<file path="config.mk">
export PLATFORM = sky130hd
export DESIGN_NAME = battery_level_filter_to_percent_unit
export DESIGN_NICKNAME = d
export VERILOG_FILES = /design/src/rtl/core/blfp_pkg.sv /design/src/rtl/core/blfp_ctrl.sv /design/src/rtl/core/blfp_datapath.sv /design/src/rtl/core/battery_level_filter_to_percent_unit.sv
export SDC_FILE = /design/constraint.sdc
export NUM_CORES = 1
export LEC_CHECK = 0
export ABC_AREA = 1
export BUFFER_PORTS_ARGS = -buffer_cell sky130_fd_sc_hd__buf_2
export CORE_ASPECT_RATIO = 1.1
export CORE_MARGIN = 2
export CORE_UTILIZATION = 37
export DETAILED_ROUTE_END_ITERATION = 10
export PLACE_DENSITY = 0.64
export SLEW_MARGIN = 20
export SYNTH_ARGS = -nofsm -noshare
export SYNTH_HDL_FRONTEND = slang
export SYNTH_SLANG_ARGS = --single-unit
</file>
<file path="constraint.sdc">
create_clock -name clock -period 9.9 [get_ports clock]
set_input_delay 0 -clock clock [delete_from_list [all_inputs] [get_ports clock]]
set_output_delay 0 -clock clock [all_outputs]
set_load 0.01 [all_outputs]
</file>
<file path="src/rtl/core/blfp_pkg.sv">
`default_nettype none

package blfp_pkg;

   // Field and register widths.
   localparam int PIN_W        = 12;
   localparam int DIV_FACTOR_W = 3;
   localparam int MV_W         = 14;
   localparam int PCT_W        = 8;
   localparam int LEVEL_W      = 22;
   localparam int SCALED_W     = 15;
   localparam int CSR_INDEX_W  = 2;
   localparam int CSR_DATA_W   = 14;
   localparam int REQ_DATA_W   = 16;
   localparam int RSP_DATA_W   = 24;

   // Discharge curve of one LiPo cell.
   localparam int CURVE_POINTS = 11;
   localparam int CURVE_IDX_W  = 4;
   localparam int CURVE_MV_W   = 13;
   localparam int CURVE_PCT_W  = 7;

   localparam logic [CURVE_MV_W-1:0] CURVE_MV [CURVE_POINTS] = '{
      13'd3450, 13'd3680, 13'd3740, 13'd3770, 13'd3790, 13'd3820,
      13'd3870, 13'd3920, 13'd3980, 13'd4060, 13'd4200
   };
   localparam logic [CURVE_PCT_W-1:0] CURVE_PCT [CURVE_POINTS] = '{
      7'd0, 7'd10, 7'd20, 7'd30, 7'd40, 7'd50, 7'd60, 7'd70, 7'd80, 7'd90, 7'd100
   };

   localparam logic [CURVE_MV_W-1:0]  EMPTY_LEVEL_MV = 13'd100;
   localparam logic [MV_W-1:0]        MV_MAX         = 14'd16383;
   localparam logic [CURVE_PCT_W-1:0] PCT_FULL       = 7'd100;
   localparam logic [CURVE_PCT_W-1:0] PCT_EMPTY      = 7'd0;
   localparam logic signed [PCT_W-1:0] PCT_INVALID   = -8'sd1;

   // Register reset values.
   localparam logic                    PRESENT_RESET = 1'b1;
   localparam logic [DIV_FACTOR_W-1:0] DIVIDER_RESET = 3'd2;
   localparam logic [MV_W-1:0]         UPPER_RESET   = 14'd4300;
   localparam logic [MV_W-1:0]         LOWER_RESET   = 14'd2500;

   // Register indexes on the configuration port.
   typedef enum logic [CSR_INDEX_W-1:0] {
      CSR_PRESENT = 2'd0,
      CSR_DIVIDER = 2'd1,
      CSR_UPPER   = 2'd2,
      CSR_LOWER   = 2'd3
   } csr_index_type;

   typedef struct packed {
      logic                    present;
      logic [DIV_FACTOR_W-1:0] divider;
      logic [MV_W-1:0]         upper;
      logic [MV_W-1:0]         lower;
   } cfg_type;

   // Commands from the controller to the datapath.
   typedef struct packed {
      logic       load;
      logic       filter;
      logic       segment;
      logic       div_step;
      logic [1:0] div_bit;
      logic       out_load;
   } dp_cmd_type;

   // Status from the datapath to the controller.
   typedef struct packed {
      logic early_exit;
   } dp_status_type;

   typedef enum logic [4:0] {
      ST_IDLE    = 5'b00001,
      ST_CHECK   = 5'b00010,
      ST_SEGMENT = 5'b00100,
      ST_DIVIDE  = 5'b01000,
      ST_DONE    = 5'b10000
   } ctrl_state_type;

endpackage

`default_nettype wire

</file>
<file path="src/rtl/core/blfp_ctrl.sv">
`default_nettype none

module blfp_ctrl (
   input  wire                    clock,
   input  wire                    reset,
   input  wire                    req_tvalid,
   output logic                   req_tready,
   output logic                   rsp_tvalid,
   input  wire                    rsp_tready,
   output blfp_pkg::dp_cmd_type   cmd,
   input  blfp_pkg::dp_status_type status
);
   import blfp_pkg::*;

   ctrl_state_type state_ff, state_in;
   logic [1:0]     div_cnt_ff, div_cnt_in;
   logic           rsp_valid_ff, rsp_valid_in;
   logic           out_free;

   // The output register is free when empty or drained in this cycle.
   assign out_free   = !rsp_valid_ff || rsp_tready;
   assign req_tready = (state_ff == ST_IDLE);
   assign rsp_tvalid = rsp_valid_ff;

   // Next state and datapath commands.
   always_comb begin
      state_in   = state_ff;
      div_cnt_in = div_cnt_ff;
      cmd        = '0;
      cmd.div_bit = div_cnt_ff;
      case (state_ff)
         ST_IDLE: begin
            if (req_tvalid) begin
               cmd.load = 1'b1;
               state_in = ST_CHECK;
            end
         end
         ST_CHECK: begin
            cmd.filter = 1'b1;
            state_in   = status.early_exit ? ST_DONE : ST_SEGMENT;
         end
         ST_SEGMENT: begin
            cmd.segment = 1'b1;
            div_cnt_in  = 2'd3;
            state_in    = ST_DIVIDE;
         end
         ST_DIVIDE: begin
            cmd.div_step = 1'b1;
            div_cnt_in   = div_cnt_ff - 2'd1;
            if (div_cnt_ff == 2'd0) begin
               state_in = ST_DONE;
            end
         end
         ST_DONE: begin
            if (out_free) begin
               cmd.out_load = 1'b1;
               state_in     = ST_IDLE;
            end
         end
         default: begin
            state_in = ST_IDLE;
         end
      endcase
   end

   // Result valid flag of the output register.
   always_comb begin
      rsp_valid_in = rsp_valid_ff;
      if (cmd.out_load) begin
         rsp_valid_in = 1'b1;
      end else if (rsp_tready) begin
         rsp_valid_in = 1'b0;
      end
   end

   always_ff @(posedge clock) begin
      if (reset) begin
         state_ff     <= ST_IDLE;
         div_cnt_ff   <= 2'd0;
         rsp_valid_ff <= 1'b0;
      end else begin
         state_ff     <= state_in;
         div_cnt_ff   <= div_cnt_in;
         rsp_valid_ff <= rsp_valid_in;
      end
   end

endmodule

`default_nettype wire

</file>
<file path="src/rtl/core/blfp_datapath.sv">
`default_nettype none

module blfp_datapath #(
   parameter int FRACTION_BITS = 8
) (
   input  wire                           clock,
   input  wire                           reset,
   input  blfp_pkg::cfg_type             cfg,
   input  wire  [blfp_pkg::PIN_W-1:0]    pin_mv,
   input  blfp_pkg::dp_cmd_type          cmd,
   output blfp_pkg::dp_status_type       status,
   output logic                          reading_valid,
   output logic [blfp_pkg::MV_W-1:0]     battery_mv,
   output logic signed [blfp_pkg::PCT_W-1:0] charge_percent
);
   import blfp_pkg::*;

   // Divider operands: a segment spans at most 255 mV before scaling.
   localparam int DIV_W = 14 + FRACTION_BITS;

   logic [SCALED_W-1:0]    scaled_ff;
   logic [LEVEL_W-1:0]     level_ff, level_in;
   logic                   have_ff, have_in;
   logic                   invalid_ff, invalid_in;
   logic [DIV_W-1:0]       num_ff, num_in;
   logic [DIV_W-1:0]       den2_ff, den2_in;
   logic [3:0]             quot_ff, quot_in;
   logic [CURVE_PCT_W-1:0] base_pct_ff, base_pct_in;
   logic                   out_valid_ff;
   logic [MV_W-1:0]        out_mv_ff;
   logic signed [PCT_W-1:0] out_pct_ff;

   logic                   in_window;
   logic [LEVEL_W-1:0]     sample;
   logic [LEVEL_W+2:0]     ema_sum;
   logic                   empty_level;
   logic [LEVEL_W-1:0]     thr [CURVE_POINTS];
   logic [CURVE_IDX_W-1:0] seg_idx;
   logic [DIV_W-1:0]       seg_offset;
   logic [DIV_W-1:0]       seg_span;
   logic [DIV_W-1:0]       trial;
   logic [LEVEL_W:0]       mv_sum;
   logic [LEVEL_W:0]       mv_full;
   logic [MV_W-1:0]        mv_round;
   logic [CURVE_PCT_W-1:0] pct_sum;

   // Window check and exponential average with alpha one quarter.
   assign in_window = (scaled_ff <= SCALED_W'(cfg.upper)) &&
                      (scaled_ff >= SCALED_W'(cfg.lower));
   assign status.early_exit = !cfg.present || !in_window;
   assign sample  = LEVEL_W'(scaled_ff[MV_W-1:0]) << FRACTION_BITS;
   assign ema_sum = (LEVEL_W+3)'(level_ff) + (LEVEL_W+3)'({level_ff, 1'b0}) +
                    (LEVEL_W+3)'(sample) + (LEVEL_W+3)'(2);

   always_comb begin
      level_in   = level_ff;
      have_in    = have_ff;
      invalid_in = invalid_ff;
      if (cmd.filter) begin
         invalid_in = status.early_exit;
         if (cfg.present) begin
            if (!in_window) begin
               have_in = 1'b0;
            end else begin
               have_in  = 1'b1;
               level_in = have_ff ? ema_sum[LEVEL_W+1:2] : sample;
            end
         end
      end else if (cmd.segment) begin
         invalid_in = invalid_ff || empty_level;
      end
   end

   assign empty_level = (level_ff <= (LEVEL_W'(EMPTY_LEVEL_MV) << FRACTION_BITS));

   // Curve breakpoints in the fixed point of the filter.
   always_comb begin
      for (int i = 0; i < CURVE_POINTS; i++) begin
         thr[i] = LEVEL_W'(CURVE_MV[i]) << FRACTION_BITS;
      end
   end

   // Segment lookup: the first breakpoint at or above the level.
   always_comb begin
      seg_idx = CURVE_IDX_W'(CURVE_POINTS - 1);
      for (int i = CURVE_POINTS - 1; i >= 1; i--) begin
         if (level_ff <= thr[i]) begin
            seg_idx = CURVE_IDX_W'(i);
         end
      end
   end

   // Divider setup: quotient of (20*offset + span) / (2*span) rounds half up.
   always_comb begin
      base_pct_in = base_pct_ff;
      num_in      = num_ff;
      den2_in     = den2_ff;
      quot_in     = quot_ff;
      seg_offset  = '0;
      seg_span    = DIV_W'(1);
      if (level_ff <= thr[0]) begin
         base_pct_in = PCT_EMPTY;
      end else if (level_ff >= thr[CURVE_POINTS-1]) begin
         base_pct_in = PCT_FULL;
      end else begin
         base_pct_in = CURVE_PCT[seg_idx - CURVE_IDX_W'(1)];
         seg_offset  = DIV_W'(level_ff - thr[seg_idx - CURVE_IDX_W'(1)]);
         seg_span    = DIV_W'(thr[seg_idx] - thr[seg_idx - CURVE_IDX_W'(1)]);
      end
      if (cmd.segment) begin
         num_in  = (seg_offset << 4) + (seg_offset << 2) + seg_span;
         den2_in = seg_span << 1;
         quot_in = 4'd0;
      end else begin
         base_pct_in = base_pct_ff;
         if (cmd.div_step && (num_ff >= trial)) begin
            num_in = num_ff - trial;
            quot_in[cmd.div_bit] = 1'b1;
         end
      end
   end

   // One restoring step per cycle, most significant quotient bit first.
   assign trial = den2_ff << cmd.div_bit;

   // Filtered millivolts, rounded half up and clamped.
   assign mv_sum   = (LEVEL_W+1)'(level_ff) + ((LEVEL_W+1)'(1) << (FRACTION_BITS - 1));
   assign mv_full  = mv_sum >> FRACTION_BITS;
   assign mv_round = (mv_full > (LEVEL_W+1)'(MV_MAX)) ? MV_MAX : mv_full[MV_W-1:0];
   assign pct_sum  = base_pct_ff + CURVE_PCT_W'(quot_ff);

   always_ff @(posedge clock) begin
      if (reset) begin
         level_ff <= '0;
         have_ff  <= 1'b0;
      end else begin
         level_ff <= level_in;
         have_ff  <= have_in;
      end
   end

   // Working registers and the output register.
   always_ff @(posedge clock) begin
      if (cmd.load) begin
         scaled_ff <= SCALED_W'(pin_mv) * SCALED_W'(cfg.divider);
      end
      invalid_ff  <= invalid_in;
      num_ff      <= num_in;
      den2_ff     <= den2_in;
      quot_ff     <= quot_in;
      base_pct_ff <= base_pct_in;
      if (cmd.out_load) begin
         out_valid_ff <= !invalid_ff;
         out_mv_ff    <= invalid_ff ? '0 : mv_round;
         out_pct_ff   <= invalid_ff ? PCT_INVALID : PCT_W'(signed'({1'b0, pct_sum}));
      end
   end

   assign reading_valid  = out_valid_ff;
   assign battery_mv     = out_mv_ff;
   assign charge_percent = out_pct_ff;

endmodule

`default_nettype wire

</file>
<file path="src/rtl/core/battery_level_filter_to_percent_unit.sv">
// Battery level filter and state-of-charge estimator for one LiPo cell. Each
// req transaction carries one pin reading in millivolts; each one yields exactly
// one rsp transaction with the validity flag, the filtered battery voltage and
// the charge in percent (-1 when invalid). The reading is scaled at the edge that
// accepts it; a reading inside the window then passes through the filter update,
// the curve segment lookup, four steps of the radix-2 restoring divider that
// interpolates inside the segment, and the output load. An absent battery or a
// reading outside the window goes from the filter check straight to the output
// load. The controller handles one reading at a time; a new reading is accepted
// as soon as the previous result sits in the output register, even while that
// result still waits for rsp_tready. The output load waits while the output
// register still holds an undrained result. The user must write registers through
// the csr port only while no reading is in flight; the block does not enforce it.
`default_nettype none

module battery_level_filter_to_percent_unit #(
   parameter int FRACTION_BITS = 8
) (
   input  wire                                  clock,
   input  wire                                  reset,
   // req_tdata: pin_mv [11:0], zero [15:12]
   input  wire                                  req_tvalid,
   output logic                                 req_tready,
   input  wire  [blfp_pkg::REQ_DATA_W-1:0]      req_tdata,
   // rsp_tdata: reading_valid [0], battery_mv [14:1], charge_percent [22:15], zero [23]
   output logic                                 rsp_tvalid,
   input  wire                                  rsp_tready,
   output logic [blfp_pkg::RSP_DATA_W-1:0]      rsp_tdata,
   input  wire                                  csr_we,
   input  wire  [blfp_pkg::CSR_INDEX_W-1:0]     csr_index,
   input  wire  [blfp_pkg::CSR_DATA_W-1:0]      csr_wdata
);
   import blfp_pkg::*;

   cfg_type       cfg_ff, cfg_in;
   dp_cmd_type    cmd;
   dp_status_type status;
   logic          reading_valid;
   logic [MV_W-1:0] battery_mv;
   logic signed [PCT_W-1:0] charge_percent;

   // Configuration register writes.
   always_comb begin
      cfg_in = cfg_ff;
      if (csr_we) begin
         case (csr_index_type'(csr_index))
            CSR_PRESENT: cfg_in.present = csr_wdata[0];
            CSR_DIVIDER: cfg_in.divider = csr_wdata[DIV_FACTOR_W-1:0];
            CSR_UPPER:   cfg_in.upper   = csr_wdata[MV_W-1:0];
            CSR_LOWER:   cfg_in.lower   = csr_wdata[MV_W-1:0];
            default:     cfg_in = cfg_ff;
         endcase
      end
   end

   always_ff @(posedge clock) begin
      if (reset) begin
         cfg_ff.present <= PRESENT_RESET;
         cfg_ff.divider <= DIVIDER_RESET;
         cfg_ff.upper   <= UPPER_RESET;
         cfg_ff.lower   <= LOWER_RESET;
      end else begin
         cfg_ff <= cfg_in;
      end
   end

   blfp_ctrl u_ctrl (
      .clock      (clock),
      .reset      (reset),
      .req_tvalid (req_tvalid),
      .req_tready (req_tready),
      .rsp_tvalid (rsp_tvalid),
      .rsp_tready (rsp_tready),
      .cmd        (cmd),
      .status     (status)
   );

   blfp_datapath #(
      .FRACTION_BITS (FRACTION_BITS)
   ) u_datapath (
      .clock          (clock),
      .reset          (reset),
      .cfg            (cfg_ff),
      .pin_mv         (req_tdata[PIN_W-1:0]),
      .cmd            (cmd),
      .status         (status),
      .reading_valid  (reading_valid),
      .battery_mv     (battery_mv),
      .charge_percent (charge_percent)
   );

   // Pack the result fields from the lowest bit up.
   assign rsp_tdata = {1'b0, charge_percent, battery_mv, reading_valid};

endmodule

`default_nettype wire

</file>
Word-level counts from Yosys, hierarchy flattened:

Memories as Yosys holds them, arrays and structs flattened.
Index checks and enable logic that the tools add are counted.

* memories: 3
* bits in registers: 156
* memory bits (read-only): 816

* $add $sub $neg: 12
* multiply operators: 1
* equal/unequal tests: 11
* reductions and logical operators: 24
* shifts and indexed selects: 1
* bitwise operators: 3
* order comparisons: 20
* muxes and demuxes: 45

Memory list
* (no name shown): words 16, width 22, rd ports 1, clocked after memory_dff 0, wr ports 0, RTL line blfp_datapath.sv:107 `seg_offset = DIV_W'(level_ff - thr[seg_idx - CURVE_IDX_W'(1)]);`
* (no name shown): words 16, width 22, rd ports 1, clocked after memory_dff 0, wr ports 0, RTL line blfp_datapath.sv:108 `seg_span = DIV_W'(thr[seg_idx] - thr[seg_idx - CURVE_IDX_W'(1)]);`
* (no name shown): words 16, width 7, rd ports 1, clocked after memory_dff 0, wr ports 0, RTL line blfp_datapath.sv:106 `base_pct_in = CURVE_PCT[seg_idx - CURVE_IDX_W'(1)];`

Operators with widths (count)
* 22-bit by 20-bit less-or-equal comparator with 1-bit output (second input constant): 10
* 22-bit 2-to-1 mux: 9
* 22-bit adder: 2
* 22-bit subtractor: 2
* 20-bit 2-to-1 mux: 2
* 4-bit 2-to-1 mux: 7
* 5-bit case mux with 5 select lines: 1
* 22-bit by 23-bit adder with 24-bit output: 1
* 24-bit by 2-bit adder with 24-bit output (second input constant): 1
* 24-bit by 22-bit adder with 24-bit output: 1
* 22-bit by 8-bit adder with 23-bit output (second input constant): 1
* 22-bit by 21-bit >= comparator with 1-bit output (second input constant): 1
* 22-bit >= comparator: 1
* 22-bit by 15-bit less-or-equal comparator with 1-bit output (second input constant): 1
* 22-bit by 2-bit << shifter with 22-bit output: 1
* 7-bit 2-to-1 mux: 3
* 5-bit 2-to-1 mux: 4
* 20-bit subtractor: 1
* 15-bit by 14-bit >= comparator with 1-bit output: 1
* 15-bit by 14-bit > comparator with 1-bit output (second input constant): 1
* 15-bit by 14-bit less-or-equal comparator with 1-bit output: 1
* 12-bit by 3-bit multiplier with 15-bit output: 1
* 14-bit 2-to-1 mux: 1
* 1-bit 2-to-1 mux: 13
* other kinds (29): 50

Depth between registers and ports, before layout:

Gate-level depths: netlist of run 1.

* word-level depth: 21
* gate-level depth with buffers: 53

Hierarchy:

Synthesis of run 1 repeated with hierarchy kept, for this count alone.

* cell total of the unflattened synthesis: 1833
* area, all modules: 13449.1 sq um

By module, submodules not included
* blfp_datapath: cells an instance 1583, instances 1, area an instance 11738.8 sq um
* battery_level_filter_to_percent_unit: cells an instance 188, instances 1, area an instance 1273.7 sq um
* blfp_ctrl: cells an instance 62, instances 1, area an instance 436.7 sq um

Worst setup path before layout of run 1:

Ideal clock, no wire load.

* path type: register to register
* from: register u_datapath.level_ff[19]
* to: register u_datapath.num_ff[20], data pin
* arrival: 5.964 ns
* setup time: 0.258 ns
* stages on the path, launching flop included: 41
* clock period less this slack: 6.222 ns
* required time: 9.642 ns
* path slack: 3.678 ns
* path buffers: 0
* cell sequence: dfxtp_1 > ha_1 > nand2_2 > nor3_1 > o21ai_0 > a32oi_2 > and2_4 > nand2_4 > inv_1 > nand2_1 > ha_1 > nand2_2 > nand2_2 > nand2_4 > nand2_4 > nand3_1 > o21ai_0 > ha_1 > [5 not listed] > nand2_1 > or2_2 > nand3_1 > fa_1 > inv_1 > ha_1 > inv_1 > nor3_1 > nand3_1 > o2111ai_1 > nand3_1 > nand2_1 > nand2_1 > nand2_1 > a21oi_1 > xnor2_1 > nand2_1 > nand2_1

* longest elaborated chain between the ends: 21

RTL lines
* start, declared: RTL line blfp_datapath.sv:22 `logic [LEVEL_W-1:0] level_ff, level_in;`
* start signal, assigned: RTL line blfp_datapath.sv:137 `level_ff <= level_in;`
* 22-bit by 20-bit less-or-equal comparator with 1-bit output: RTL line blfp_datapath.sv:87 `if (level_ff <= thr[i]) begin`
* 2-bit 2-to-1 mux (2 in a row): RTL line blfp_datapath.sv:87
* 4-bit 2-to-1 mux (7 in a row): RTL line blfp_datapath.sv:87
* 4-bit by 1-bit subtractor with 4-bit output: RTL line blfp_datapath.sv:107, blfp_datapath.sv:108
* 4-bit NOT with 5-bit output (implied by the code): RTL line blfp_datapath.sv:107, blfp_datapath.sv:108
* memory read 16 x 22 bit
* 22-bit 2-to-1 mux (implied by the code) (2 in a row): RTL line blfp_datapath.sv:108
* 20-bit subtractor: RTL line blfp_datapath.sv:107
* 20-bit 2-to-1 mux: RTL line blfp_datapath.sv:103 `end else if (level_ff >= thr[CURVE_POINTS-1]) begin`
* 20-bit 2-to-1 mux: RTL line blfp_datapath.sv:101 `if (level_ff <= thr[0]) begin`
* 22-bit adder: RTL line blfp_datapath.sv:111 `num_in = (seg_offset << 4) + (seg_offset << 2) + seg_span;`
* 22-bit adder (*): RTL line blfp_datapath.sv:111
* 22-bit 2-to-1 mux (*): RTL line blfp_datapath.sv:110 `if (cmd.segment) begin`
* named net u_datapath.num_in[20]: RTL line blfp_datapath.sv:25 `logic [DIV_W-1:0] num_ff, num_in;`
* end signal, assigned: RTL line blfp_datapath.sv:148 `num_ff <= num_in;`
* end, declared: RTL line blfp_datapath.sv:25

The timed path passes the listed nets; every way through them passes the cells marked *. The select of a mux whose other input is x is not followed.
A chain may end at the register's enable or synchronous reset.

Worst setup path in the final report of run 1:

* from: register u_datapath.level_ff[15]
* to: register u_datapath.num_ff[21], data pin

RTL lines
* 22-bit by 20-bit less-or-equal comparator with 1-bit output: RTL line blfp_datapath.sv:87
* 2-bit 2-to-1 mux (2 in a row): RTL line blfp_datapath.sv:87
* 4-bit 2-to-1 mux (7 in a row): RTL line blfp_datapath.sv:87
* 4-bit by 1-bit subtractor with 4-bit output: RTL line blfp_datapath.sv:108
* 4-bit NOT with 5-bit output (implied by the code): RTL line blfp_datapath.sv:108
* memory read 16 x 22 bit
* 22-bit 2-to-1 mux (implied by the code) (2 in a row): RTL line blfp_datapath.sv:108
* 22-bit subtractor: RTL line blfp_datapath.sv:108
* 22-bit 2-to-1 mux: RTL line blfp_datapath.sv:103
* 22-bit 2-to-1 mux (*): RTL line blfp_datapath.sv:101
* named net u_datapath.seg_span[18]: RTL line blfp_datapath.sv:40 `logic [DIV_W-1:0] seg_span;`
* 22-bit adder (*): RTL line blfp_datapath.sv:111
* 22-bit 2-to-1 mux (*): RTL line blfp_datapath.sv:110
* named net u_datapath.num_in[21]: RTL line blfp_datapath.sv:25

Marked as above.

==> reports/results.ini, run 1 <==
[run_status]
status = finished clean

[timing]
fin_ws_ns = 2.21
tightestPinTransition_ns = 0.944
tns_ns = 0
finalCritPeriodShare_pct = 77.7
rsz0062_at_grt = no
setup_viol = 0
skew_ns = 0.0172
hold_viol_final = 0
fmax_mhz = 130
period_minus_slack_ns = 7.69
relSlewSlack_pct = 37.0
drv_slew = 0

[yosys]
synth-simple-area-share_pct = 19.2
synth_top_family_by_area = adder cells
synth_edf_count = 80
synthFlopType = edfxtp_1
syn_avg_cell_area_um2 = 7.68
synth_xor_area_share_pct = 3.00
netlist_area_um2 = 13700
syn_inst = 1784
synth_nets = 2062
synthMuxAreaShare_pct = 0.237
synth_adder_area_share_pct = 24.3
synth_cell_types = 63
yosysSeqAreaShare_pct = 27.3
synthArstFlopShare_pct = 0
synth-seq-cells = 147
synth_compound_area_share_pct = 16.7
yosys_warnings = 0

[final_layout]
utilization_pct = 42.3
antennaDiodeCount = 0
seq_area_um2 = 3740
fill_cells = 3747
drive_above_1_share_pct = 7.89
synthToLayoutAreaGrowth_pct = 12.1
nets = 2129
multi_input_area_um2 = 8710
stdcell_area_um2 = 15400

[die]
start_util_pct = 37.7
rows = 73
die_x_um = 188
die-area_um2 = 38600
die_h_um = 206
core_um2 = 36400
io_pins = 63

[clock_tree]
cts-root-buf = clkbuf_16
cts_buffers = 17
cts_setup_buffers = 0
cts.clk_slew.worst_paths_ns = 0.08
clock-sinks = 147
clkLatencyLatePin_ns = 0.45
clockBufferDepth = 2
htree_levels = 4
cts_tree = yes

[global_routing]
track_usage_pct = 19.2
antenna_found_initial = 0
grt_overflow = 0
grt_pass1_vias = 11776
grt_max_degree = 50
grt_pass1_wl_um = 59500

[placed_design]
place_ws_ns = 2.28
finalWeightedCongestion = 0.921
dp_hpwl_um = 28600
portBuffers = 57
placed_area_um2 = 14500

[power]
power_leakage_uw = 0.00730
cellPowerDensity_nw_per_um2 = 105
peakVddDrop_v = 0.000114

[setup_path]
crit_path_max_incr_delay_ns = 0.88
endpoint_kind = flip-flop
worstPathMaxFanout = 13
crit_type = reg -> reg
startpoint_type = flip-flop
arrival_ns = 7.89
cp_slowest_cell = dfxtp_1
cp.required_ns = 10.10

[job]
max_cap_viol_count = 0

[drt]
drt_wl_total_um = 36300
drtIter0Drc = 604
ant_nets = 0
vias = 11988
vias_per_cell = 5.10
drc = 0
dr.pass1.iters = 5
wire_per_inst_um = 15.4

[min_path]
holdCritPathClass = in -> reg

-- stage by stage --
stage,hold WS (ns),power [uW],instances
after floorplan,0.126,854,1784
after global placement,0.233,913,2295
after detailed placement,0.240,920,2295
after CTS,0.0742,1620,2351
after global routing,0.161,1680,2351
final,0.0787,1610,2351
-- cells by family after synthesis --
family | Yosys count
compound gates | 409
xor+xnor | 47
fa+ha+maj | 241
buf+inv | 328
flops | 147
mux | 3
other cells | 1
simple gates | 608
-- metal layers --
| metal | routed length, um | vias to the layer above | global-route usage [%] |
|---|---|---|---|
| met4 | 1000 | 0 | 6.66 |
| li1 | - | 6066 | - |
| met5 | 0 | - | 0 |
| met3 | 1480 | 63 | 2.31 |
| met2 | 18100 | 268 | 35.6 |
| met1 | 15700 | 5591 | 23.0 |
-- timing repair --
| action | CTS | global route |
|---|---|---|
| hold endpoints to repair | 43 | 0 |
| hold buffers | 24 | 0 |
| gates resized for setup | 0 | 0 |
-- cell usage after synthesis (all sizes together), types with 2 or more instances --
cell type  instances  share of area [%]
clkbuf            32               0.88
o32ai              2               0.13
a211oi            12               0.66
xnor2             13               0.83
o22ai              2              0.091
edfxtp            80                 18
o21bai             7               0.38
a31oi             11               0.55
a32o               2               0.15
dfxtp             67                9.8
a21oi            177                6.5
nor3              25               0.91
nand3             63                2.5
xor2              34                2.2
mux2               2               0.16
buf                8               0.41
nand2            313                8.9
and2               4               0.20
nor4               6               0.27
o221ai             2               0.13
fa                42                6.1
o21a               4               0.22
ha               199                 18
a21o               6               0.33
nor3b              2               0.11
o211ai            16               0.88
o31ai              6               0.33
nand4             24                1.1
o21ai            152                5.7
or2               13               0.59
nor2             155                4.4
a221oi             2               0.13
inv              288                7.9
-- final cells by class --
class	instances	area share, %
inverters	288	7.09
clock buffers	17	2.77
well taps	487	3.97
repair buffers	88	3.76
multi-input cells	1309	56.7
clock inverters	15	1.31
flip-flops and latches	147	24.4
-- sequential cells by signal (all words and copies together), names as in the netlist --
name and cells:
u_datapath.invalid_ff 1, u_ctrl.state_ff 5, u_datapath.base_pct_ff 6, cfg_ff 32
u_datapath.num_ff 22, u_datapath.quot_ff 4, u_datapath.reading_valid 1, u_datapath.have_ff 1
u_datapath.den2_ff 13, u_datapath.battery_mv 14, u_datapath.scaled_ff 15, u_ctrl.rsp_tvalid 1
u_datapath.charge_percent 8, u_ctrl.div_cnt_ff 2, u_datapath.level_ff 22
-- final timing paths --
path	from	endpoint	cells past startpoint	slack (ns)
max	u_datapath.level_ff[15]	u_datapath.num_ff[21]	41	2.21
min reg2reg	u_datapath.quot_ff[3]	u_datapath.quot_ff[3]	2	0.46
min	req_tdata[11]	u_datapath.scaled_ff[14]	5	0.08
max reg2reg	u_datapath.level_ff[15]	u_datapath.num_ff[21]	41	2.21
-- where the power goes --
part	total [uW]	switching [uW]	internal, uW	leakage (uW)
clock	693	344	349	0.000303
combinational	230	140	90.1	0.00573
sequential	686	24.7	662	0.00127
-- cell usage in the layout (no fill, tap or decap), types with 13 or more instances in the layout --
cell type      instances
nand2_1              303
inv_1                282
ha_1                 199
a21oi_1              176
nor2_1               148
o21ai_0              143
edfxtp_1              80
dfxtp_1               67
nand3_1               60
buf_2                 57
fa_1                  42
xor2_1                34
nor3_1                25
nand4_1               24
dlygate4sd3_1         24
clkbuf_16             17
o211ai_1              16
or2_2                 13
xnor2_1               13
-- worst max-delay path: cells and delay by family, from the launching register on --
family | cells | cell delay, ns
buffers and inverters | 7 | 0.57
and+or+nand+nor | 20 | 2.19
AOI/OAI and AO/OA | 9 | 1.77
adders and majority gates | 5 | 2.01
DFF | 1 | 0.88
(Power assumes the default switching activity.)
==> run 2: changes to the inputs <==
==> constraint.sdc (replaced) <==
create_clock -name clock -period 8 [get_ports clock]
set_input_delay 0 -clock clock [delete_from_list [all_inputs] [get_ports clock]]
set_output_delay 0 -clock clock [all_outputs]
set_load 0.01 [all_outputs]
==> reports/results.ini, run 2 (same netlist as run 1, synthesis figures left out) <==
[timing]
fmax_mhz = 138  ; was 130 MHz
drv_slew = 0  ; unchanged
rsz0062_at_grt = no  ; unchanged
tns_ns = 0  ; unchanged
skew_ns = 0.0142  ; was 0.0172 ns
tightestPinTransition_ns = 0.975  ; was 0.944 ns
hold_viol_final = 0  ; unchanged
period_minus_slack_ns = 7.23  ; was 7.69 ns
relSlewSlack_pct = 34.9  ; was 37.0%
finalCritPeriodShare_pct = 90.4  ; was 77.7%
setup_viol = 0  ; unchanged

[setup_path]
arrival_ns = 7.42  ; was 7.89 ns
startpoint_type = flip-flop  ; unchanged
endpoint_kind = flip-flop  ; unchanged
cp.required_ns = 8.19  ; was 10.10 ns
crit_type = reg -> reg  ; unchanged
crit_top_cell = nand2_1
crit_path_max_incr_delay_ns = 0.61  ; was 0.88 ns
worstPathMaxFanout = 13  ; unchanged
cp_slowest_cell = dfxtp_1  ; unchanged

[min_path]
holdCritPathClass = in -> reg  ; unchanged

[power]
p_comb_share_pct = 14.6  ; was 14.3%
p_sw_uw = 610  ; was 508 uW
internal-power_uw = 1380  ; was 1100 uW
pwr-share-clk_pct = 42.8  ; was 43.0%
cellPowerDensity_nw_per_um2 = 129  ; was 105 nW/um2
power_leakage_uw = 0.00736  ; was 0.00730 uW
peakVddDrop_v = 0.000136  ; was 0.000114 V
switching_share_pct = 30.7  ; was 31.6%
p_seq_share_pct = 42.7  ; about the same

[final_layout]
largest_registers = cfg_ff x32, u_datapath.level_ff x22, u_datapath.num_ff x22  ; unchanged
mostFrequentLayoutCell = nand2_1  ; unchanged
antennaDiodeCount = 0  ; unchanged
mostFrequentLayoutCells = nand2_1, inv_1, ha_1, a21oi_1, nor2_1  ; unchanged
largest_register_ffs = 32  ; unchanged
seq_area_um2 = 3750  ; was 3740 um2
multi_input_area_um2 = 8720  ; was 8710 um2
synthToLayoutAreaGrowth_pct = 12.8  ; was 12.1%
regMostFlops = cfg_ff  ; unchanged
drive_above_1_share_pct = 8.53  ; was 7.89%
final_cell_count_no_fill = 2362  ; was 2351
utilization_pct = 42.5  ; was 42.3%
fill_cells = 3691  ; was 3747
nets = 2140  ; was 2129

[global_routing]
grt_pass1_wl_um = 59200  ; was 59500 um
grt_max_degree = 50  ; unchanged
grt_overflow = 0  ; unchanged
grt_pass1_vias = 11770  ; about the same
track_usage_pct = 19.2  ; about the same
antenna_found_initial = 0  ; unchanged

[die]
start_util_pct = 37.7  ; unchanged
die-area_um2 = 38600  ; unchanged
core_um2 = 36400  ; unchanged
io_pins = 63  ; unchanged
die_h_um = 206  ; unchanged
die_x_um = 188  ; unchanged
rows = 73  ; unchanged

[clock_tree]
cts_tree = yes  ; unchanged
htree_levels = 4  ; unchanged
clockBufferDepth = 2  ; unchanged
cts-root-buf = clkbuf_16  ; unchanged
clock-sinks = 147  ; unchanged
cts.clk_slew.worst_paths_ns = 0.08  ; about the same
cts_buffers = 17  ; unchanged
clkLatencyLatePin_ns = 0.44  ; was 0.45 ns

[drt]
vias_per_cell = 5.11  ; was 5.10
drt_wl_total_um = 36400  ; was 36300 um
ant_nets = 0  ; unchanged
wire_per_inst_um = 15.4  ; about the same
drtIter0Drc = 628  ; was 604
vias = 12078  ; was 12.0k
drc = 0  ; unchanged
dr.pass1.iters = 5  ; unchanged

[placed_design]
dpl.cell_count = 2304  ; was 2295
finalWeightedCongestion = 0.917  ; was 0.921
portBuffers = 57  ; unchanged
dp_hpwl_um = 28900  ; was 28600 um

[run_status]
status = finished clean  ; unchanged

[job]
max_cap_viol_count = 0  ; unchanged

run 2: cell types whose count changed in the layout (fill, tap and decap cells not counted):
cell / delta
nor3_1: -1
clkinv_4: +2
clkbuf_16: +1
dfxtp_2: +3
dlygate4sd3_1: +2
clkinv_8: -1
nor3_2: +1
inv_12: -1
dfxtp_1: -3
buf_4: +9
inv_6: -1
run 2: area by class of cell:
cell class	count	area share, %
Clock buffer	18	2.91
Clock inverter	14	1.15
Inverter	288	7.04
Multi-Input combinational cell	1309	56.4
Sequential cell	147	24.2
Tap cell	487	3.94
Timing Repair Buffer	99	4.31
run 2: final timing paths:
check	depth (start not counted)	startpoint	to	slack, ns
worst min-delay path	5	req_tdata[11]	u_datapath.scaled_ff[14]	0.09
worst min register to register	2	u_datapath.quot_ff[3]	u_datapath.quot_ff[3]	0.46
worst max register to register	42	u_datapath.level_ff[9]	u_datapath.num_ff[21]	0.77
worst max-delay path	42	u_datapath.level_ff[9]	u_datapath.num_ff[21]	0.77
run 2: repair_timing:
| item | 4_1_cts | 5_1_grt |
|---|---|---|
| gates resized for setup | 0 | 4 |
| buffers inserted | 0 | 0 |
| hold buffers | 26 | 0 |
| endpoints found under the setup margin | 0 | 1 |
| hold endpoints to repair | 38 | 0 |
run 2: stage by stage:
stage	total power (uW)	cell area [um2]	hold slack [ns]	setup WS, ns
5_1_grt	2070	15500	0.106	0.0501
3_3_place_gp	1130	14600	0.232	0.885
4_1_cts	2010	15400	0.0769	0.756
6_report	1990	15500	0.0929	0.766
2_1_floorplan	1060	13700	0.126	1.78
3_5_place_dp	1140	14600	0.239	0.797
run 2: routing by layer:
metal / track usage, % / routed length, um / vias to the layer above
li1: - / - / 6112
met1: 23.4 / 16100 / 5614
met2: 34.6 / 17800 / 279
met3: 1.95 / 1260 / 73
met4: 8.30 / 1320 / 0
met5: 0 / 0 / -
run 2: power groups by stage:
stage	clock network, uW	registers (uW)	logic (uW)
floorplan	0	851	206
global placement	0	864	268
detailed placement	0	865	276
CTS	869	847	289
global route	893	850	331
finish	850	847	289
run 2: worst max-delay path: cells and delay by family (launching register included):
kind / cells / cell delay, ns
AOI/OAI and AO/OA: 9 / 2.03
buffers and inverters: 4 / 0.30
adders and majority gates: 5 / 1.60
DFF: 1 / 0.61
and+or+nand+nor: 24 / 2.41
